**src/hw/rtl/b64_pkg.sv**
```systemverilog
`timescale 1ns / 1ps
// ----------------------------------------------------------------------------
// b64_pkg
// Shared types, constants and alphabet functions of the base64 codec.
// ----------------------------------------------------------------------------
package b64_pkg;

   localparam logic [7:0] PAD_CHAR = 8'h3d;
   localparam logic       MODE_ENCODE = 1'b0;
   localparam logic       MODE_DECODE = 1'b1;

   // one queued job: up to four result bytes, emitted from index 0 to last_idx
   typedef struct packed {
      logic [3:0][7:0] bytes;
      logic [1:0]      last_idx;
      logic            last;
      logic            error;
   } job_type;

   typedef struct packed {
      logic full;
      logic empty;
   } queue_status_type;

   function automatic logic [7:0] sym_of(input logic [5:0] v);
      logic [7:0] r;
      if (v < 6'd26) begin
         r = 8'h41 + {2'b00, v};
      end else if (v < 6'd52) begin
         r = 8'h61 + {2'b00, v} - 8'd26;
      end else if (v < 6'd62) begin
         r = 8'h30 + {2'b00, v} - 8'd52;
      end else if (v == 6'd62) begin
         r = 8'h2b;
      end else begin
         r = 8'h2f;
      end
      return r;
   endfunction

   function automatic logic [5:0] six_of(input logic [7:0] c);
      logic [5:0] r;
      if (c >= 8'h41 && c <= 8'h5a) begin
         r = 6'(c - 8'h41);
      end else if (c >= 8'h61 && c <= 8'h7a) begin
         r = 6'(c - 8'h61 + 8'd26);
      end else if (c >= 8'h30 && c <= 8'h39) begin
         r = 6'(c - 8'h30 + 8'd52);
      end else if (c == 8'h2b) begin
         r = 6'd62;
      end else if (c == 8'h2f) begin
         r = 6'd63;
      end else begin
         r = 6'd0;
      end
      return r;
   endfunction

endpackage

```
**src/hw/rtl/base64_codec.sv**
```systemverilog
`timescale 1ns / 1ps
// ----------------------------------------------------------------------------
// base64_codec
// Streaming base64 encoder/decoder, standard alphabet with '=' padding.
// ----------------------------------------------------------------------------
//  channel  | handshake               | payload
//  req      | req_valid / req_stall   | req_data_in[7:0], req_last_in
//  rsp      | rsp_valid / rsp_stall   | rsp_data_out[7:0], rsp_last_out, rsp_error
//  csr      | csr_valid / csr_ready   | csr_mode
//
// one input transaction per cycle while the job queue has room
// results leave one per cycle from the back sequencer unless rsp_stall holds them:
// 4 per encoded group, 1 to 3 per decoded group
// synchronous reset clears mode, group state, queue, output valid and byte index
// rsp_stall holds the output register; the queue fills, then req_stall rises
// ----------------------------------------------------------------------------
module base64_codec #(
   parameter int QUEUE_DEPTH = 2
) (
   input  logic       clock,
   input  logic       reset,
   input  logic       req_valid,
   output logic       req_stall,
   input  logic [7:0] req_data_in,
   input  logic       req_last_in,
   output logic       rsp_valid,
   input  logic       rsp_stall,
   output logic [7:0] rsp_data_out,
   output logic       rsp_last_out,
   output logic       rsp_error,
   input  logic       csr_valid,
   output logic       csr_ready,
   input  logic       csr_mode
);

   b64_pkg::queue_status_type q_status;
   b64_pkg::job_type          push_job;
   b64_pkg::job_type          head_job;
   logic                      push;
   logic                      pop;

   b64_front u_front (
      .clock       (clock),
      .reset       (reset),
      .req_valid   (req_valid),
      .req_stall   (req_stall),
      .req_data_in (req_data_in),
      .req_last_in (req_last_in),
      .csr_valid   (csr_valid),
      .csr_ready   (csr_ready),
      .csr_mode    (csr_mode),
      .q_status    (q_status),
      .push        (push),
      .push_job    (push_job)
   );

   b64_queue #(
      .DEPTH (QUEUE_DEPTH)
   ) u_queue (
      .clock    (clock),
      .reset    (reset),
      .push     (push),
      .push_job (push_job),
      .pop      (pop),
      .head_job (head_job),
      .q_status (q_status)
   );

   b64_back u_back (
      .clock        (clock),
      .reset        (reset),
      .head_job     (head_job),
      .q_status     (q_status),
      .pop          (pop),
      .rsp_valid    (rsp_valid),
      .rsp_stall    (rsp_stall),
      .rsp_data_out (rsp_data_out),
      .rsp_last_out (rsp_last_out),
      .rsp_error    (rsp_error)
   );

endmodule

```
**src/hw/rtl/b64_front.sv**
```systemverilog
`timescale 1ns / 1ps
// ----------------------------------------------------------------------------
// b64_front
// Accepts input transactions, gathers groups and pushes result jobs.
// ----------------------------------------------------------------------------
module b64_front (
   input  logic                      clock,
   input  logic                      reset,
   input  logic                      req_valid,
   output logic                      req_stall,
   input  logic [7:0]                req_data_in,
   input  logic                      req_last_in,
   input  logic                      csr_valid,
   output logic                      csr_ready,
   input  logic                      csr_mode,
   input  b64_pkg::queue_status_type q_status,
   output logic                      push,
   output b64_pkg::job_type          push_job
);

   logic        mode_ff, mode_in;
   logic [17:0] bits_ff, bits_in;
   logic [1:0]  count_ff, count_in;
   logic [1:0]  pad_ff, pad_in;

   logic        accept;
   logic        job_valid;
   logic [1:0]  pad_n;
   logic [23:0] dec_bits;
   logic [23:0] enc_bits;
   logic [15:0] enc_pair;

   assign csr_ready = 1'b1;
   assign req_stall = q_status.full;
   assign accept    = req_valid && !q_status.full;
   assign push      = accept && job_valid;

   assign enc_bits = {bits_ff[15:0], req_data_in};
   assign enc_pair = {bits_ff[7:0], req_data_in};
   assign pad_n    = (req_data_in == b64_pkg::PAD_CHAR && pad_ff < 2'd2) ?
                     pad_ff + 2'd1 : pad_ff;
   assign dec_bits = {bits_ff, b64_pkg::six_of(req_data_in)};

   always_comb begin
      job_valid = 1'b0;
      push_job  = '0;
      bits_in   = bits_ff;
      count_in  = count_ff;
      pad_in    = pad_ff;
      mode_in   = mode_ff;
      if (csr_valid) begin
         mode_in  = csr_mode;
         bits_in  = '0;
         count_in = '0;
         pad_in   = '0;
      end else if (accept) begin
         case (mode_ff)
            b64_pkg::MODE_ENCODE: begin
               if (count_ff == 2'd2) begin
                  job_valid         = 1'b1;
                  push_job.bytes[0] = b64_pkg::sym_of(enc_bits[23:18]);
                  push_job.bytes[1] = b64_pkg::sym_of(enc_bits[17:12]);
                  push_job.bytes[2] = b64_pkg::sym_of(enc_bits[11:6]);
                  push_job.bytes[3] = b64_pkg::sym_of(enc_bits[5:0]);
                  push_job.last_idx = 2'd3;
                  push_job.last     = req_last_in;
                  bits_in  = '0;
                  count_in = '0;
                  pad_in   = '0;
               end else if (req_last_in) begin
                  job_valid = 1'b1;
                  if (count_ff == 2'd0) begin
                     push_job.bytes[0] = b64_pkg::sym_of(req_data_in[7:2]);
                     push_job.bytes[1] = b64_pkg::sym_of({req_data_in[1:0], 4'd0});
                     push_job.bytes[2] = b64_pkg::PAD_CHAR;
                  end else begin
                     push_job.bytes[0] = b64_pkg::sym_of(enc_pair[15:10]);
                     push_job.bytes[1] = b64_pkg::sym_of(enc_pair[9:4]);
                     push_job.bytes[2] = b64_pkg::sym_of({enc_pair[3:0], 2'd0});
                  end
                  push_job.bytes[3] = b64_pkg::PAD_CHAR;
                  push_job.last_idx = 2'd3;
                  push_job.last     = 1'b1;
                  bits_in  = '0;
                  count_in = '0;
                  pad_in   = '0;
               end else begin
                  bits_in  = enc_bits[17:0];
                  count_in = count_ff + 2'd1;
               end
            end
            b64_pkg::MODE_DECODE: begin
               if (count_ff == 2'd3) begin
                  job_valid         = 1'b1;
                  push_job.bytes[0] = dec_bits[23:16];
                  push_job.bytes[1] = dec_bits[15:8];
                  push_job.bytes[2] = dec_bits[7:0];
                  push_job.last_idx = 2'd2 - pad_n;
                  push_job.last     = req_last_in;
                  bits_in  = '0;
                  count_in = '0;
                  pad_in   = '0;
               end else if (req_last_in) begin
                  job_valid         = 1'b1;
                  push_job.last_idx = 2'd0;
                  push_job.last     = 1'b1;
                  push_job.error    = 1'b1;
                  bits_in  = '0;
                  count_in = '0;
                  pad_in   = '0;
               end else begin
                  bits_in  = dec_bits[17:0];
                  count_in = count_ff + 2'd1;
                  pad_in   = pad_n;
               end
            end
            default: begin
               job_valid = 1'b0;
            end
         endcase
      end
   end

   always_ff @(posedge clock) begin
      if (reset) begin
         mode_ff  <= b64_pkg::MODE_ENCODE;
         bits_ff  <= '0;
         count_ff <= '0;
         pad_ff   <= '0;
      end else begin
         mode_ff  <= mode_in;
         bits_ff  <= bits_in;
         count_ff <= count_in;
         pad_ff   <= pad_in;
      end
   end

endmodule

```
**src/hw/rtl/b64_queue.sv**
```systemverilog
`timescale 1ns / 1ps
// ----------------------------------------------------------------------------
// b64_queue
// Short job queue between the front and back parts.
// ----------------------------------------------------------------------------
module b64_queue #(
   parameter int DEPTH = 2
) (
   input  logic                      clock,
   input  logic                      reset,
   input  logic                      push,
   input  b64_pkg::job_type          push_job,
   input  logic                      pop,
   output b64_pkg::job_type          head_job,
   output b64_pkg::queue_status_type q_status
);

   localparam int PTR_W = $clog2(DEPTH);
   localparam int CNT_W = $clog2(DEPTH + 1);

   b64_pkg::job_type entries_ff [DEPTH];
   logic [PTR_W-1:0] wr_ptr_ff, wr_ptr_in;
   logic [PTR_W-1:0] rd_ptr_ff, rd_ptr_in;
   logic [CNT_W-1:0] count_ff, count_in;
   logic             do_push, do_pop;

   assign q_status.full  = (count_ff == CNT_W'(DEPTH));
   assign q_status.empty = (count_ff == '0);
   assign do_push  = push && !q_status.full;
   assign do_pop   = pop && !q_status.empty;
   assign head_job = entries_ff[rd_ptr_ff];

   always_comb begin
      wr_ptr_in = wr_ptr_ff;
      rd_ptr_in = rd_ptr_ff;
      count_in  = count_ff;
      if (do_push) begin
         wr_ptr_in = (wr_ptr_ff == PTR_W'(DEPTH - 1)) ? '0 : wr_ptr_ff + PTR_W'(1);
      end
      if (do_pop) begin
         rd_ptr_in = (rd_ptr_ff == PTR_W'(DEPTH - 1)) ? '0 : rd_ptr_ff + PTR_W'(1);
      end
      if (do_push && !do_pop) begin
         count_in = count_ff + CNT_W'(1);
      end else if (do_pop && !do_push) begin
         count_in = count_ff - CNT_W'(1);
      end
   end

   always_ff @(posedge clock) begin
      if (reset) begin
         wr_ptr_ff <= '0;
         rd_ptr_ff <= '0;
         count_ff  <= '0;
      end else begin
         wr_ptr_ff <= wr_ptr_in;
         rd_ptr_ff <= rd_ptr_in;
         count_ff  <= count_in;
      end
   end

   always_ff @(posedge clock) begin
      if (do_push) begin
         entries_ff[wr_ptr_ff] <= push_job;
      end
   end

endmodule

```
**src/hw/rtl/b64_back.sv**
```systemverilog
`timescale 1ns / 1ps
// ----------------------------------------------------------------------------
// b64_back
// Walks the head job and emits one result transaction per cycle unless stalled.
// ----------------------------------------------------------------------------
module b64_back (
   input  logic                      clock,
   input  logic                      reset,
   input  b64_pkg::job_type          head_job,
   input  b64_pkg::queue_status_type q_status,
   output logic                      pop,
   output logic                      rsp_valid,
   input  logic                      rsp_stall,
   output logic [7:0]                rsp_data_out,
   output logic                      rsp_last_out,
   output logic                      rsp_error
);

   logic       valid_ff, valid_in;
   logic [7:0] data_ff, data_in;
   logic       last_ff, last_in;
   logic       error_ff, error_in;
   logic [1:0] idx_ff, idx_in;
   logic       advance;
   logic       at_end;

   assign advance = !valid_ff || !rsp_stall;
   assign at_end  = (idx_ff == head_job.last_idx);
   assign pop     = advance && !q_status.empty && at_end;

   always_comb begin
      valid_in = valid_ff;
      data_in  = data_ff;
      last_in  = last_ff;
      error_in = error_ff;
      idx_in   = idx_ff;
      if (advance) begin
         valid_in = !q_status.empty;
         data_in  = head_job.bytes[idx_ff];
         last_in  = head_job.last && at_end;
         error_in = head_job.error;
         if (!q_status.empty) begin
            idx_in = at_end ? 2'd0 : idx_ff + 2'd1;
         end
      end
   end

   always_ff @(posedge clock) begin
      if (reset) begin
         valid_ff <= 1'b0;
         idx_ff   <= '0;
      end else begin
         valid_ff <= valid_in;
         idx_ff   <= idx_in;
      end
   end

   always_ff @(posedge clock) begin
      data_ff  <= data_in;
      last_ff  <= last_in;
      error_ff <= error_in;
   end

   assign rsp_valid    = valid_ff;
   assign rsp_data_out = data_ff;
   assign rsp_last_out = last_ff;
   assign rsp_error    = error_ff;

endmodule

```
**config.mk**
```make
export PLATFORM = sky130hd
export DESIGN_NAME = base64_codec
export DESIGN_NICKNAME = d
export VERILOG_FILES = /design/src/hw/rtl/b64_pkg.sv /design/src/hw/rtl/base64_codec.sv /design/src/hw/rtl/b64_front.sv /design/src/hw/rtl/b64_queue.sv /design/src/hw/rtl/b64_back.sv
export SDC_FILE = /design/constraint.sdc
export NUM_CORES = 1
export LEC_CHECK = 0
export ABC_AREA = 1
export BUFFER_PORTS_ARGS = -buffer_cell sky130_fd_sc_hd__buf_2
export CORE_ASPECT_RATIO = 1.5
export CORE_MARGIN = 1.5
export CORE_UTILIZATION = 40
export CTS_BUF_LIST = sky130_fd_sc_hd__clkbuf_4 sky130_fd_sc_hd__clkbuf_8 sky130_fd_sc_hd__clkbuf_16
export DETAILED_ROUTE_END_ITERATION = 7
export HOLD_SLACK_MARGIN = 0.12
export PLACE_DENSITY = 0.54
export RECOVER_POWER = 100
export SETUP_SLACK_MARGIN = 0.15
export SLEW_MARGIN = 20
export SYNTH_ARGS = -nofsm -noshare
export SYNTH_HDL_FRONTEND = slang
export SYNTH_SLANG_ARGS = --single-unit
```
**constraint.sdc**
```tcl
create_clock -name clock -period 4.29 [get_ports clock]
set_input_delay 0.6435 -clock clock [delete_from_list [all_inputs] [get_ports clock]]
set_output_delay 0.6435 -clock clock [all_outputs]
set_load 0.005 [all_outputs]
```
==> run metrics <==
crit path DAT=3600 ps; Seq/Total Area, Yosys=34.0%; cts hold-fix bufs=0; status=finished, violations left; synthesis-stage register bit count=113; CP Launch Type=input pin; GR Layer Usage met3=3.63%; Clock Power Share=37.1%; Sequential Area=0.00308 sq mm; slowest cell delay on critical path=520 ps; Antenna Nets Post-Route=0; row count=67; Crit. End Element=flop; DRC=2; Peak VDD IR=0.315 mV; Sum Neg Setup Slack=0 ps; r2r startpoint=u_front.mode_ff; worst hold margin=468 ps; cell area after synthesis=0.00906 sq mm; hold_sp=csr_valid; CTS tree=built; Cell variety after synth=47; Crit path top cell by count=nand2_1; Sw Pwr=1.29 mW; YS warnings=0; Final nets=1349; initial core utilization=40.6%; H-tree depth=4; initial antenna violation count=0; Power Dens Cells=392 mW/mm^2; sequential group share of total power=35.7%; P_leak=4.18 nW; Mapped Cells=1274; HPWL Detailed=24100 um; violated checks=design-rule violations; area grow syn2layout=9.48%; I/O pins=28; Final Hold Viols=0; starting DRC count in detailed routing=727; layout cell share with drive strength beyond 1=9.58%; syn avg cell area=7.11 sq um; Pwr Total=3.88 mW; max_cap viols=0; headroom to the max-slew limit=10.0%; # clock sinks=113; CTS root buffer=clkbuf_16; number of flops mapped to enable cells by yosys=82; HP Class=input pin to flop; post_cts resized=0; final wirelength=31800 um; Setup-failing EPs final=0; met2 usage in global routing=49.9%; CTS clock-pin slew for the worst setup and hold paths=50 ps; Max Clock Skew=10.2 ps; antenna cells=0; global-route wire length before repair=49100 um; RSZ-0062 raised after global routing=no; Crit Path Category=input pin to flop; Critical path buffers and inverters=2; routability congestion estimate=0.987; CP Data Required Time=4470 ps; P_int=2.59 mW; Die X-Extent=126 um; Die H=187 um; Longest Clk Path Bufs=2; crit-path max FO=13; port bufs=26; switching part of the total power=33.2%; cts bufs inserted=17; largest net degree at the start of global routing=38; max-slew violations=0; grt peak-use layer=met2; Gate power share=27.1%; Tightest Pin Transition=1340 ps; number of vias per cell=5.66; Worst setup startpoint=req_data_in[3]; via count=8882; drt pass-1 iters=8; Tcrit/Tclk final=79.6%; post-CTS setup buffers=0; fill cell count=2388; CP max-delay cell=clkbuf_1; Async SR Flop Fraction=0%; Cell Chain, Critical Path=clkbuf_1, inv_1, ha_1, ha_1, nand2_1, nand3_1, nand2_1, nand2_1, nand2_1, nand2_1, nand2_1, nor2_1, nor2_1; GRT Resource Usage Total=27.4%; post-DR wirelength/cell=20.3 um; Tmin final=3410 ps; most common flop cell mapped by yosys=edfxtp_1; Remaining Overflow, GRT=0; Skew-Pair Late Insertion Delay=420 ps; DIE AREA=0.0236 sq mm; met1 global-route usage=31.6%; core area=0.0223 sq mm; vias in the first global route=8469; Multi-input gate area=0.00513 sq mm; highest achievable clock rate=293 MHz; Synth Net Count=1342; CP top delay family=simple AND/OR/NAND/NOR gates
[cell usage after synthesis, types with 3 or more instances]
master    number  area [sq um]
nand3_1      120           601
nand3_2        4          40.0
ha_1          53           663
dfxtp_1       31           621
nor3_1         5          25.0
clkinv_1       5          18.8
o21ai_1       15          75.1
buf_1          3          11.3
buf_4         10          75.1
a211oi_1       5          37.5
xor2_1        19           166
o211ai_1      18           135
xnor2_1        7          61.3
nand2_1      268          1010
edfxtp_1      82          2460
o21ai_0      130           651
nor2_2         7          43.8
buf_2         20           100
nand2_4        4          45.0
a31oi_1       15          93.8
clkbuf_1      14          52.6
nor2_1       136           510
buf_6          4          45.0
nand4_1       13          81.3
nor2_4         8          90.1
inv_1         97           364
a21oi_1       96           480
o22ai_1       19           119
inv_2         34           128
nand2_2        8          50.1
[layout make-up]
class | count | area share [%]
timing repair buffer | 39 | 2.40
tap | 276 | 3.48
clock inverter | 8 | 1.16
clock buffer | 24 | 4.95
inverter | 137 | 5.21
multi-input combinational | 973 | 51.7
sequential | 113 | 31.1
[through the flow]
step	util, %	setup WS [ps]	std cells	cell area, sq um
after floorplan	-	1110	1274	9060
after global placement	41.9	1110	1537	9350
after detailed placement	42.1	1110	1538	9380
after CTS	44.8	1490	1570	9990
after global routing	44.5	711	1570	9910
final	44.5	877	1570	9910
[per-layer routing]
metal | vias to the layer above | wire length [um] | share of wire, %
met3 | 79 | 1250 | 3.9
met5 | - | 0 | 0
met4 | 0 | 1350 | 4.2
met1 | 4191 | 12700 | 40
li1 | 4337 | - | -
met2 | 275 | 16500 | 52
[final timing paths]
kind | endpoint | slack, ps | cells past startpoint
worst min register to register | u_queue.count_ff[1] | 510 | 2
worst max register to register | u_queue.entries_ff[0][12] | 960 | 7
worst min-delay path | u_front.mode_ff | 470 | 2
worst max-delay path | u_queue.entries_ff[0][24] | 880 | 13
[placed cells by master (no fill, tap or decap), types with 3 or more instances in the layout]
cell type  count
nand2_1      270
nor2_1       141
o21ai_0      139
nand3_1      120
inv_1        104
a21oi_1       96
edfxtp_1      82
ha_1          53
dfxtp_1       31
inv_2         26
buf_2         23
xor2_1        19
o22ai_1       19
o211ai_1      18
clkbuf_16     17
a31oi_1       15
nand4_1       13
buf_4         10
clkinv_1       8
nand2_2        7
xnor2_1        7
o21ai_1        7
a211oi_1       6
nor2_4         5
nor2_2         5
nor3_1         5
clkbuf_4       5
nand3_2        4
clkbuf_1       4
nand2_4        3
bufinv_16      3
[logic make-up after synthesis]
family / count (synthesis) / share of synthesized area [%]
compound gates: 310 / 18.9
simple gates: 583 / 28.3
buf+inv: 188 / 8.84
xor+xnor: 26 / 2.51
other cells: 1 / 0.0414
fa+ha+maj: 53 / 7.32
flops: 113 / 34.0
[power groups by stage]
stage / clock network [mW] / logic [mW] / registers, mW
after global placement: 0 / 1.07 / 1.41
after CTS: 1.46 / 1.08 / 1.39
after detailed placement: 0 / 1.07 / 1.41
final: 1.44 / 1.05 / 1.39
after global routing: 1.51 / 1.17 / 1.40
after floorplan: 0 / 0.728 / 1.37
[registers in the layout, indices dropped and copies added, names as in the netlist, 2 cells and up, named ones only]
name / cells
u_queue.entries_ff: 72
u_front.bits_ff: 18
u_back.rsp_data_out: 8
u_back.idx_ff: 2
u_front.count_ff: 2
u_front.pad_ff: 2
u_queue.count_ff: 2
[worst reg2reg max path: stages (launching register included)]
cell and delay (ps):
dfxtp_1 460, inv_4 380, nor2_1 130, nor2_1 1030, inv_2 90, nor2_1 530
o21ai_0 200, a21oi_1 300
Power figures use the tool's default switching activity.
